## src/rtl/bgc_pkg.sv

```systemverilog
// ----------------------------------------------------------------------------
// bgc_pkg: shared types, codes and helpers of the banked GPIO controller
// Transaction kinds, register codes, the lane command, status and result
// structs, the address decoder and the per-bank pin mask.
// ----------------------------------------------------------------------------
`default_nettype none

package bgc_pkg;

  // Transaction kinds
  localparam logic [1:0] FUNC_READ   = 2'd0;
  localparam logic [1:0] FUNC_WRITE  = 2'd1;
  localparam logic [1:0] FUNC_SAMPLE = 2'd2;
  localparam logic [1:0] FUNC_NOP    = 2'd3;

  // Bank 1 is only 22 pins wide
  localparam logic [31:0] ALL_PINS   = 32'hFFFF_FFFF;
  localparam logic [31:0] BANK1_PINS = 32'h003F_FFFF;
  localparam logic [15:0] HALF_MASK  = 16'hFFFF;

  // Register map, byte offsets
  localparam logic [9:0] OFS_DATA    = 10'h040;
  localparam logic [9:0] OFS_DATA_RO = 10'h060;
  localparam logic [9:0] OFS_BLOCK   = 10'h200;

  typedef logic [3:0] reg_code_t;

  localparam reg_code_t REG_NONE    = 4'd0;
  localparam reg_code_t REG_MDATA   = 4'd1;
  localparam reg_code_t REG_DATA    = 4'd2;
  localparam reg_code_t REG_DATA_RO = 4'd3;
  localparam reg_code_t REG_DIRM    = 4'd4;
  localparam reg_code_t REG_OEN     = 4'd5;
  localparam reg_code_t REG_IMASK   = 4'd6;
  localparam reg_code_t REG_IEN     = 4'd7;
  localparam reg_code_t REG_IDIS    = 4'd8;
  localparam reg_code_t REG_ISTAT   = 4'd9;
  localparam reg_code_t REG_ITYPE   = 4'd10;
  localparam reg_code_t REG_IPOL    = 4'd11;
  localparam reg_code_t REG_IANY    = 4'd12;

  typedef struct packed {
    reg_code_t  code;
    logic       half;
    logic [2:0] bank;
  } reg_dec_t;

  // Command broadcast to every lane
  typedef struct packed {
    logic        valid;
    logic        rd;
    logic        wr;
    logic        smp;
    logic        mapped;
    reg_code_t   code;
    logic        half;
    logic [2:0]  bank;
    logic [1:0]  sbank;
    logic [31:0] wdata;
    logic [31:0] levels;
  } lane_cmd_t;

  // What one lane reports to the merge stage
  typedef struct packed {
    logic [31:0] rdata;
    logic        irq;
    logic [31:0] drive_levels;
    logic [31:0] drive_enables;
  } lane_stat_t;

  // Merged result of one transaction
  typedef struct packed {
    logic [31:0] rdata;
    logic        irq;
    logic [1:0]  dbank;
    logic [31:0] dlevels;
    logic [31:0] denables;
    logic        err;
  } result_t;

  function automatic logic [31:0] pins_of(input logic [2:0] bank);
    return (bank == 3'd1) ? BANK1_PINS : ALL_PINS;
  endfunction

  // Address decode; bank range is checked by the caller
  function automatic reg_dec_t decode_addr(input logic [9:0] addr);
    reg_dec_t d;
    d.code = REG_NONE;
    d.half = addr[2];
    d.bank = 3'd0;
    priority if (addr < OFS_DATA) begin
      d.code = REG_MDATA;
      d.bank = addr[5:3];
    end else if (addr < OFS_DATA_RO) begin
      d.code = REG_DATA;
      d.bank = addr[4:2];
    end else if (addr < OFS_DATA_RO + 10'h020) begin
      d.code = REG_DATA_RO;
      d.bank = addr[4:2];
    end else if (addr >= OFS_BLOCK) begin
      d.bank = addr[8:6];
      unique case (addr[5:2])
        4'd1:    d.code = REG_DIRM;
        4'd2:    d.code = REG_OEN;
        4'd3:    d.code = REG_IMASK;
        4'd4:    d.code = REG_IEN;
        4'd5:    d.code = REG_IDIS;
        4'd6:    d.code = REG_ISTAT;
        4'd7:    d.code = REG_ITYPE;
        4'd8:    d.code = REG_IPOL;
        4'd9:    d.code = REG_IANY;
        default: d.code = REG_NONE;
      endcase
    end else begin
      d.code = REG_NONE;
    end
    return d;
  endfunction

endpackage

`default_nettype wire

```

## src/rtl/bgc_lane.sv

```systemverilog
// ----------------------------------------------------------------------------
// bgc_lane: register file and interrupt logic of one GPIO bank
// Holds the bank's registers, applies bus writes and pin samples addressed to
// it, and reports read data, pending interrupt and pin drive.
// ----------------------------------------------------------------------------
`default_nettype none

module bgc_lane
  import bgc_pkg::*;
#(
  parameter int unsigned LANE = 0
) (
  input  wire logic       clk,
  input  wire logic       rst,
  input  wire lane_cmd_t  cmd,
  output lane_stat_t      stat
);

  localparam logic [2:0]  LANE_ID = 3'(LANE);
  localparam logic [31:0] PINS    = pins_of(LANE_ID);

  logic [31:0] out_data,     out_data_next;
  logic [31:0] direction,    direction_next;
  logic [31:0] out_enable,   out_enable_next;
  logic [31:0] irq_mask,     irq_mask_next;
  logic [31:0] irq_status,   irq_status_next;
  logic [31:0] irq_type,     irq_type_next;
  logic [31:0] irq_polarity, irq_polarity_next;
  logic [31:0] irq_any_edge, irq_any_edge_next;
  logic [31:0] last_levels,  last_levels_next;

  logic        wr_hit, smp_hit;
  logic [31:0] wmask, chg, dat, lv, rise, fall, edge_hit, level_hit;

  assign wr_hit  = cmd.valid && cmd.wr && cmd.mapped && (cmd.bank == LANE_ID);
  assign smp_hit = cmd.valid && cmd.smp && ({1'b0, cmd.sbank} == LANE_ID);

  // Masked half-word write: upper 16 bits are an inverted enable
  assign wmask = cmd.wdata & PINS;
  assign chg   = cmd.half ? {~cmd.wdata[31:16], 16'h0000} : {16'h0000, ~cmd.wdata[31:16]};
  assign dat   = cmd.half ? {cmd.wdata[15:0] & HALF_MASK, 16'h0000}
                          : {16'h0000, cmd.wdata[15:0] & HALF_MASK};

  // Edge and level detection for a sample
  assign lv        = cmd.levels & PINS;
  assign rise      = ~last_levels & lv;
  assign fall      = last_levels & ~lv;
  assign edge_hit  = (irq_any_edge & (rise | fall)) |
                     (~irq_any_edge & ((irq_polarity & rise) | (~irq_polarity & fall)));
  assign level_hit = (irq_polarity & lv) | (~irq_polarity & ~lv);

  // Next state
  always_comb begin
    out_data_next     = out_data;
    direction_next    = direction;
    out_enable_next   = out_enable;
    irq_mask_next     = irq_mask;
    irq_status_next   = irq_status;
    irq_type_next     = irq_type;
    irq_polarity_next = irq_polarity;
    irq_any_edge_next = irq_any_edge;
    last_levels_next  = last_levels;
    if (wr_hit) begin
      unique case (cmd.code)
        REG_MDATA: out_data_next     = ((out_data & ~chg) | (dat & chg)) & PINS;
        REG_DATA:  out_data_next     = wmask;
        REG_DIRM:  direction_next    = wmask;
        REG_OEN:   out_enable_next   = wmask;
        REG_IEN:   irq_mask_next     = irq_mask & ~wmask;
        REG_IDIS:  irq_mask_next     = irq_mask | wmask;
        REG_ISTAT: irq_status_next   = irq_status & ~wmask;
        REG_ITYPE: irq_type_next     = wmask;
        REG_IPOL:  irq_polarity_next = wmask;
        REG_IANY:  irq_any_edge_next = wmask;
        default:   ;
      endcase
    end
    if (smp_hit) begin
      irq_status_next  = irq_status |
                         (((irq_type & edge_hit) | (~irq_type & level_hit)) & PINS);
      last_levels_next = lv;
    end
  end

  // Bank registers
  always_ff @(posedge clk) begin
    if (rst) begin
      out_data     <= '0;
      direction    <= '0;
      out_enable   <= '0;
      irq_mask     <= PINS;
      irq_status   <= '0;
      irq_type     <= '0;
      irq_polarity <= '0;
      irq_any_edge <= '0;
      last_levels  <= '0;
    end else begin
      out_data     <= out_data_next;
      direction    <= direction_next;
      out_enable   <= out_enable_next;
      irq_mask     <= irq_mask_next;
      irq_status   <= irq_status_next;
      irq_type     <= irq_type_next;
      irq_polarity <= irq_polarity_next;
      irq_any_edge <= irq_any_edge_next;
      last_levels  <= last_levels_next;
    end
  end

  // Read mux, taken before any update of this transaction
  always_comb begin
    unique case (cmd.code)
      REG_MDATA:   stat.rdata = cmd.half ? {16'h0000, out_data[31:16]}
                                         : {16'h0000, out_data[15:0]};
      REG_DATA:    stat.rdata = out_data;
      REG_DATA_RO: stat.rdata = last_levels;
      REG_DIRM:    stat.rdata = direction;
      REG_OEN:     stat.rdata = out_enable;
      REG_IMASK:   stat.rdata = irq_mask;
      REG_ISTAT:   stat.rdata = irq_status;
      REG_ITYPE:   stat.rdata = irq_type;
      REG_IPOL:    stat.rdata = irq_polarity;
      REG_IANY:    stat.rdata = irq_any_edge;
      default:     stat.rdata = '0;
    endcase
  end

  // Status after the transaction
  assign stat.irq           = |(irq_status_next & ~irq_mask_next);
  assign stat.drive_levels  = out_data_next;
  assign stat.drive_enables = direction_next & out_enable_next;

endmodule

`default_nettype wire

```

## src/rtl/bgc_merge.sv

```systemverilog
// ----------------------------------------------------------------------------
// bgc_merge: combines the lane reports into one result
// Selects read data and pin drive from the addressed bank, ORs the interrupt
// requests and flags unmapped accesses.
// ----------------------------------------------------------------------------
`default_nettype none

module bgc_merge
  import bgc_pkg::*;
#(
  parameter int unsigned NUM_BANKS = 4
) (
  input  wire lane_cmd_t  cmd,
  input  wire lane_stat_t lanes [NUM_BANKS],
  output result_t         res
);

  logic [2:0] touched;
  logic [1:0] dbank;

  // Bank reported on the drive outputs
  always_comb begin
    priority if ((cmd.rd || cmd.wr) && cmd.mapped) begin
      touched = cmd.bank;
    end else if (cmd.smp) begin
      touched = {1'b0, cmd.sbank};
    end else begin
      touched = 3'd0;
    end
  end

  assign dbank = touched[1:0];

  // Lane selection and interrupt OR
  always_comb begin
    res.rdata    = '0;
    res.irq      = 1'b0;
    res.dlevels  = '0;
    res.denables = '0;
    for (int unsigned i = 0; i < NUM_BANKS; i++) begin
      if (cmd.rd && cmd.mapped && (cmd.bank == 3'(i))) begin
        res.rdata = res.rdata | lanes[i].rdata;
      end
      res.irq = res.irq | lanes[i].irq;
      if ({1'b0, dbank} == 3'(i)) begin
        res.dlevels  = res.dlevels | lanes[i].drive_levels;
        res.denables = res.denables | lanes[i].drive_enables;
      end
    end
  end

  assign res.dbank = dbank;
  assign res.err   = (cmd.rd || cmd.wr) && !cmd.mapped;

endmodule

`default_nettype wire

```

## src/rtl/banked_gpio_controller.sv

```systemverilog
// ----------------------------------------------------------------------------
// banked_gpio_controller: banked GPIO controller top level
// Decodes bus and sample transactions, runs one lane per bank side by side
// and registers the merged result on the output channel.
// ----------------------------------------------------------------------------
// A result is registered when its transaction is accepted and is valid in the next cycle.
// Throughput: one transaction per cycle; a new one is taken whenever the
// output register is empty or is being emptied in the same cycle.
// The update path is one bitwise pass through the addressed bank's lane.
// Reset: all bank registers clear, interrupt masks set over existing pins,
// the output register empties.
`default_nettype none

module banked_gpio_controller
  import bgc_pkg::*;
#(
  parameter int unsigned NUM_BANKS = 4
) (
  input  wire logic        clk,
  input  wire logic        rst,
  input  wire logic        in_valid,
  output logic             in_ready,
  input  wire logic [1:0]  func,
  input  wire logic [9:0]  addr,
  input  wire logic [31:0] wdata,
  input  wire logic [1:0]  sample_bank,
  input  wire logic [31:0] pin_levels,
  output logic             out_valid,
  input  wire logic        out_ready,
  output logic [31:0]      read_data,
  output logic             irq_out,
  output logic [1:0]       drive_bank,
  output logic [31:0]      drive_levels,
  output logic [31:0]      drive_enables,
  output logic             access_error
);

  logic       in_accept;
  reg_dec_t   dec;
  lane_cmd_t  cmd;
  lane_stat_t lanes [NUM_BANKS];
  result_t    res;

  assign in_ready  = !out_valid || out_ready;
  assign in_accept = in_valid && in_ready;

  // Decode and build the lane command
  assign dec = decode_addr({addr[9:2], 2'b00});

  always_comb begin
    cmd.valid  = in_accept;
    cmd.rd     = (func == FUNC_READ);
    cmd.wr     = (func == FUNC_WRITE);
    cmd.smp    = (func == FUNC_SAMPLE);
    cmd.mapped = (dec.code != REG_NONE) && ({1'b0, dec.bank} < 4'(NUM_BANKS));
    cmd.code   = dec.code;
    cmd.half   = dec.half;
    cmd.bank   = dec.bank;
    cmd.sbank  = sample_bank;
    cmd.wdata  = wdata;
    cmd.levels = pin_levels;
  end

  // One lane per bank
  for (genvar g = 0; g < NUM_BANKS; g++) begin : g_lane
    bgc_lane #(
      .LANE(g)
    ) u_lane (
      .clk  (clk),
      .rst  (rst),
      .cmd  (cmd),
      .stat (lanes[g])
    );
  end

  bgc_merge #(
    .NUM_BANKS(NUM_BANKS)
  ) u_merge (
    .cmd   (cmd),
    .lanes (lanes),
    .res   (res)
  );

  // Output valid
  always_ff @(posedge clk) begin
    if (rst) begin
      out_valid <= 1'b0;
    end else if (in_accept) begin
      out_valid <= 1'b1;
    end else if (out_ready) begin
      out_valid <= 1'b0;
    end
  end

  // Output payload
  always_ff @(posedge clk) begin
    if (in_accept) begin
      read_data     <= res.rdata;
      irq_out       <= res.irq;
      drive_bank    <= res.dbank;
      drive_levels  <= res.dlevels;
      drive_enables <= res.denables;
      access_error  <= res.err;
    end
  end

  // Checks
  a_empty_after_reset: assert property (@(posedge clk) !rst && $past(rst) |-> !out_valid)
    else $error("output valid straight after reset");

  a_read_only_data: assert property (@(posedge clk) disable iff (rst)
    in_accept && (func != FUNC_READ) |=> read_data == '0)
    else $error("read data set by a transaction that is not a read");

  a_error_clean: assert property (@(posedge clk) disable iff (rst)
    out_valid && access_error |-> (read_data == '0) && (drive_bank == 2'd0))
    else $error("unmapped access reports data or a bank");

  a_nop_no_error: assert property (@(posedge clk) disable iff (rst)
    in_accept && ((func == FUNC_SAMPLE) || (func == FUNC_NOP)) |=> !access_error)
    else $error("access error on a sample or no-op");

endmodule

`default_nettype wire
```

## config.mk

```make
export PLATFORM = sky130hd
export DESIGN_NAME = banked_gpio_controller
export DESIGN_NICKNAME = d
export VERILOG_FILES = /design/src/rtl/bgc_pkg.sv /design/src/rtl/bgc_lane.sv /design/src/rtl/bgc_merge.sv /design/src/rtl/banked_gpio_controller.sv
export SDC_FILE = /design/constraint.sdc
export NUM_CORES = 2
export LEC_CHECK = 0
export BUFFER_PORTS_ARGS = -buffer_cell sky130_fd_sc_hd__buf_2
export CAP_MARGIN = 10
export CORE_ASPECT_RATIO = 1.4
export CORE_UTILIZATION = 30
export CTS_BUF_LIST = sky130_fd_sc_hd__clkbuf_4
export CTS_CLUSTER_DIAMETER = 60
export CTS_CLUSTER_SIZE = 14
export DETAILED_ROUTE_END_ITERATION = 10
export SLEW_MARGIN = 15
export SYNTH_ARGS = -nofsm -noshare
export SYNTH_HDL_FRONTEND = slang
export SYNTH_HIERARCHICAL = 1
export SYNTH_SLANG_ARGS = --single-unit
```

## constraint.sdc

```tcl
create_clock -name clk -period 6.3 [get_ports clk]
set_input_delay 0.315 -clock clk [delete_from_list [all_inputs] [get_ports clk]]
set_output_delay 0.315 -clock clk [all_outputs]
set_load 0.05 [all_outputs]
```

==> out/metrics.cfg <==
[layout]
area_delta_synth_final_pct=10.8
nNetsFinal=8518
fin_area_um2=73000
seqCellArea_um2=24900
fillerInstances=22900
final_cells=11200
multiInputGateArea_um2=37400
drive_gt1_share_pct=9.57

[status]
outcome=complete, no violations

[die]
die_area_um2=222000
dieHeight_um=557
io_pins=184
row_count=203
die_w_um=398
initial_core_util_pct=30.2
coreArea_um2=218000

[synthesis]
synthTopCellsByCount=nand2_1 (1807), dfxtp_1 (1093), a21oi_1 (808), clkbuf_1 (576), mux2i_1 (409)
synth.top_cell.area_share_pct=33.2
yosys_warnings=6
netlist_area_um2=65900
syn_area_per_cell_um2=8.00
synth_cell_types=88
yosys.area.top_type=dfxtp_1
ys_ff_latch=1193
ys_seq_area_share_pct=37.7
synth_nets=8562
async_flop_share_pct=0
yosys-top-cells-area=dfxtp_1 (33%), nand2_1 (10%), mux2i_1 (6.2%), a21oi_1 (6.1%), ha_1 (4.6%)
synth_edf_count=100
synth_ff_type=dfxtp_1
synth_cells=8239
synth_most_common_cell=nand2_1

[grt]
grt.total_usage_pct=31.0
grt_max_degree=214
antenna_found_initial=33
first_global_vias=62300
grt_overflow=0
grt_pass1_wl_um=491000

[clocking]
cts_buffers=109
cts_resized=0
cts_buffer_depth=3
path_clk_slew_ns=0.17
cts_tree=done
clk_latency_ns=1.36
root_buffer=clkbuf_4
cts_sinks=1193
cts_max_level=3

[timing]
fin_crit_sh_pct=80.8
relSlewSlack_pct=13.3
setup_ws_ns=1.21
setup_viol_count_final=0
rsz0062_at_grt=false
hold_viol_final=0
setup_tns_ns=0
slew_violations=0
finClkSkew_ns=0.118
post-route-min-period_ns=5.09
max_freq_ghz=0.196
tightest_slew_ns=1.30

[route]
first_pass_iters=9
initialDrtViolationCount=10400
routedWlPerCell_um=32.0
vias=68100
ant_nets=0
viasPerCell=6.11
routed_wl_um=357000
drcViolationCount=0

[setup_path]
crit_path_max_fanout=54
reg2reg_to=irq_out$_DFFE_PP_
cp.arrival_ns=6.19
cp.required_ns=7.40
startpoint_type=flip-flop
reg2reg_slack_ns=1.21
crit_path_end_kind=flip-flop
worstSetupPathType=reg2reg
r2r_cells=10
r2r-start=out_valid$_SDFFE_PP0P_

[hold_path]
hold_end=g_lane[2].u_lane/last_levels[22]$_SDFFE_PP0N_
min_path_cells=4
hp-start=pin_levels[22]
worst_hold_path_type=in2reg

[placed_design]
dp_cells=10800
dpl_cell_area_um2=70300
dp_slack_ns=0.836
portBuffers=181
place_congestion=1.05
dpl.hpwl_um=251000

[pwr]
power_w=0.0139
cellLeakagePower_nw=26.0
ir_drop_mv=0.143
power.density_nw_per_um2=190

[run]
cap_violations=0

[layout by cell type (no fill, tap or decap), types with 182 or more instances in the layout]
cell | netlist | final
a21oi_1 | 808 | 807
dfxtp_1 | 1093 | 1093
o21ai_0 | 264 | 263
inv_1 | 266 | 266
nor2_1 | 391 | 373
a221oi_1 | 182 | 182
ha_1 | 241 | 241
mux2i_1 | 409 | 409
a22oi_1 | 316 | 316
nand2_1 | 1807 | 1804
buf_4 | 15 | 251
[state kept, by name, summed over array words and instances (netlist names), 118 cells and up]
register	cells
g_lane.u_lane/irq_polarity	118
g_lane.u_lane/out_data	128
g_lane.u_lane/out_enable	128
g_lane.u_lane/direction	128
g_lane.u_lane/irq_status	118
g_lane.u_lane/irq_type	118
g_lane.u_lane/last_levels	118
g_lane.u_lane/irq_mask	118
g_lane.u_lane/irq_any_edge	118
[critical path: stages, from the launching register on]
cell and delay (ns):
dfxtp_1 0.35, nand2b_1 0.09, and2_4 0.29, buf_4 0.37
and4b_2 0.60, buf_12 0.29, a21oi_1 0.78, o2111ai_1 0.61
nor4_1 0.33, nand4_1 0.49, or4_1 0.63
[per-layer routing]
| metal | vias up | global-route usage, % | routed length (µm) |
|---|---|---|---|
| li1 | 29100 | - | - |
| met1 | 33200 | 36.4 | 127000 |
| met2 | 4611 | 48.0 | 156000 |
| met3 | 1190 | 7.03 | 37400 |
| met4 | 18 | 25.7 | 36000 |
| met5 | - | 0 | 126 |
[how the worst max path moves through the flow]
stage / startpoint / endpoint / cells past startpoint
2_1_floorplan: out_valid$_SDFFE_PP0P_ / irq_out$_DFFE_PP_ / 12
3_3_place_gp: addr[9] / irq_out$_DFFE_PP_ / 14
3_5_place_dp: addr[7] / irq_out$_DFFE_PP_ / 14
4_1_cts: out_valid$_SDFFE_PP0P_ / irq_out$_DFFE_PP_ / 12
5_1_grt: out_valid$_SDFFE_PP0P_ / irq_out$_DFFE_PP_ / 10
6_report: out_valid$_SDFFE_PP0P_ / irq_out$_DFFE_PP_ / 10
[cell families after synthesis]
kind of cell | count (synthesis) | share of synthesized area, %
and+or+nand+nor | 2922 | 19.3
AOI/OAI and AO/OA | 2314 | 23.6
muxes | 460 | 7.10
buffers and inverters | 991 | 6.13
adders and majority gates | 241 | 4.57
DFF | 1193 | 37.7
xor gates and xnor gates | 118 | 1.57
[power by group]
| part | total (W) | switching (W) | internal, W |
|---|---|---|---|
| Combinational | 0.00168 | 0.00129 | 0.000394 |
| Clock | 0.00449 | 0.00298 | 0.00151 |
| Sequential | 0.00774 | 0.0000379 | 0.00770 |
[what timing repair did]
action,in CTS,in global routing
hold buffers,105,0
endpoints found under the hold margin,1033,0
setup buffers,0,0
setup endpoints to repair,0,0
[layout make-up]
type                       instances  share of cell area [%]
sequential                      1193                    34.1
antenna                           23                  0.0788
inverter                         266                    1.37
tap                             2870                    4.92
timing repair buffer             570                    6.19
clock buffer                     136                    1.40
multi-input combinational       6055                    51.2
clock inverter                    47                   0.774
[metrics by stage]
step | hold slack (ns) | util (%)
after floorplan | 0.384 | -
after global placement | 0.456 | 32.2
after detailed placement | 0.462 | 32.2
after CTS | 0.00151 | 33.4
after global routing | 0.0557 | 33.4
final | 0.0228 | 33.4
Power figures use the tool's default switching activity.
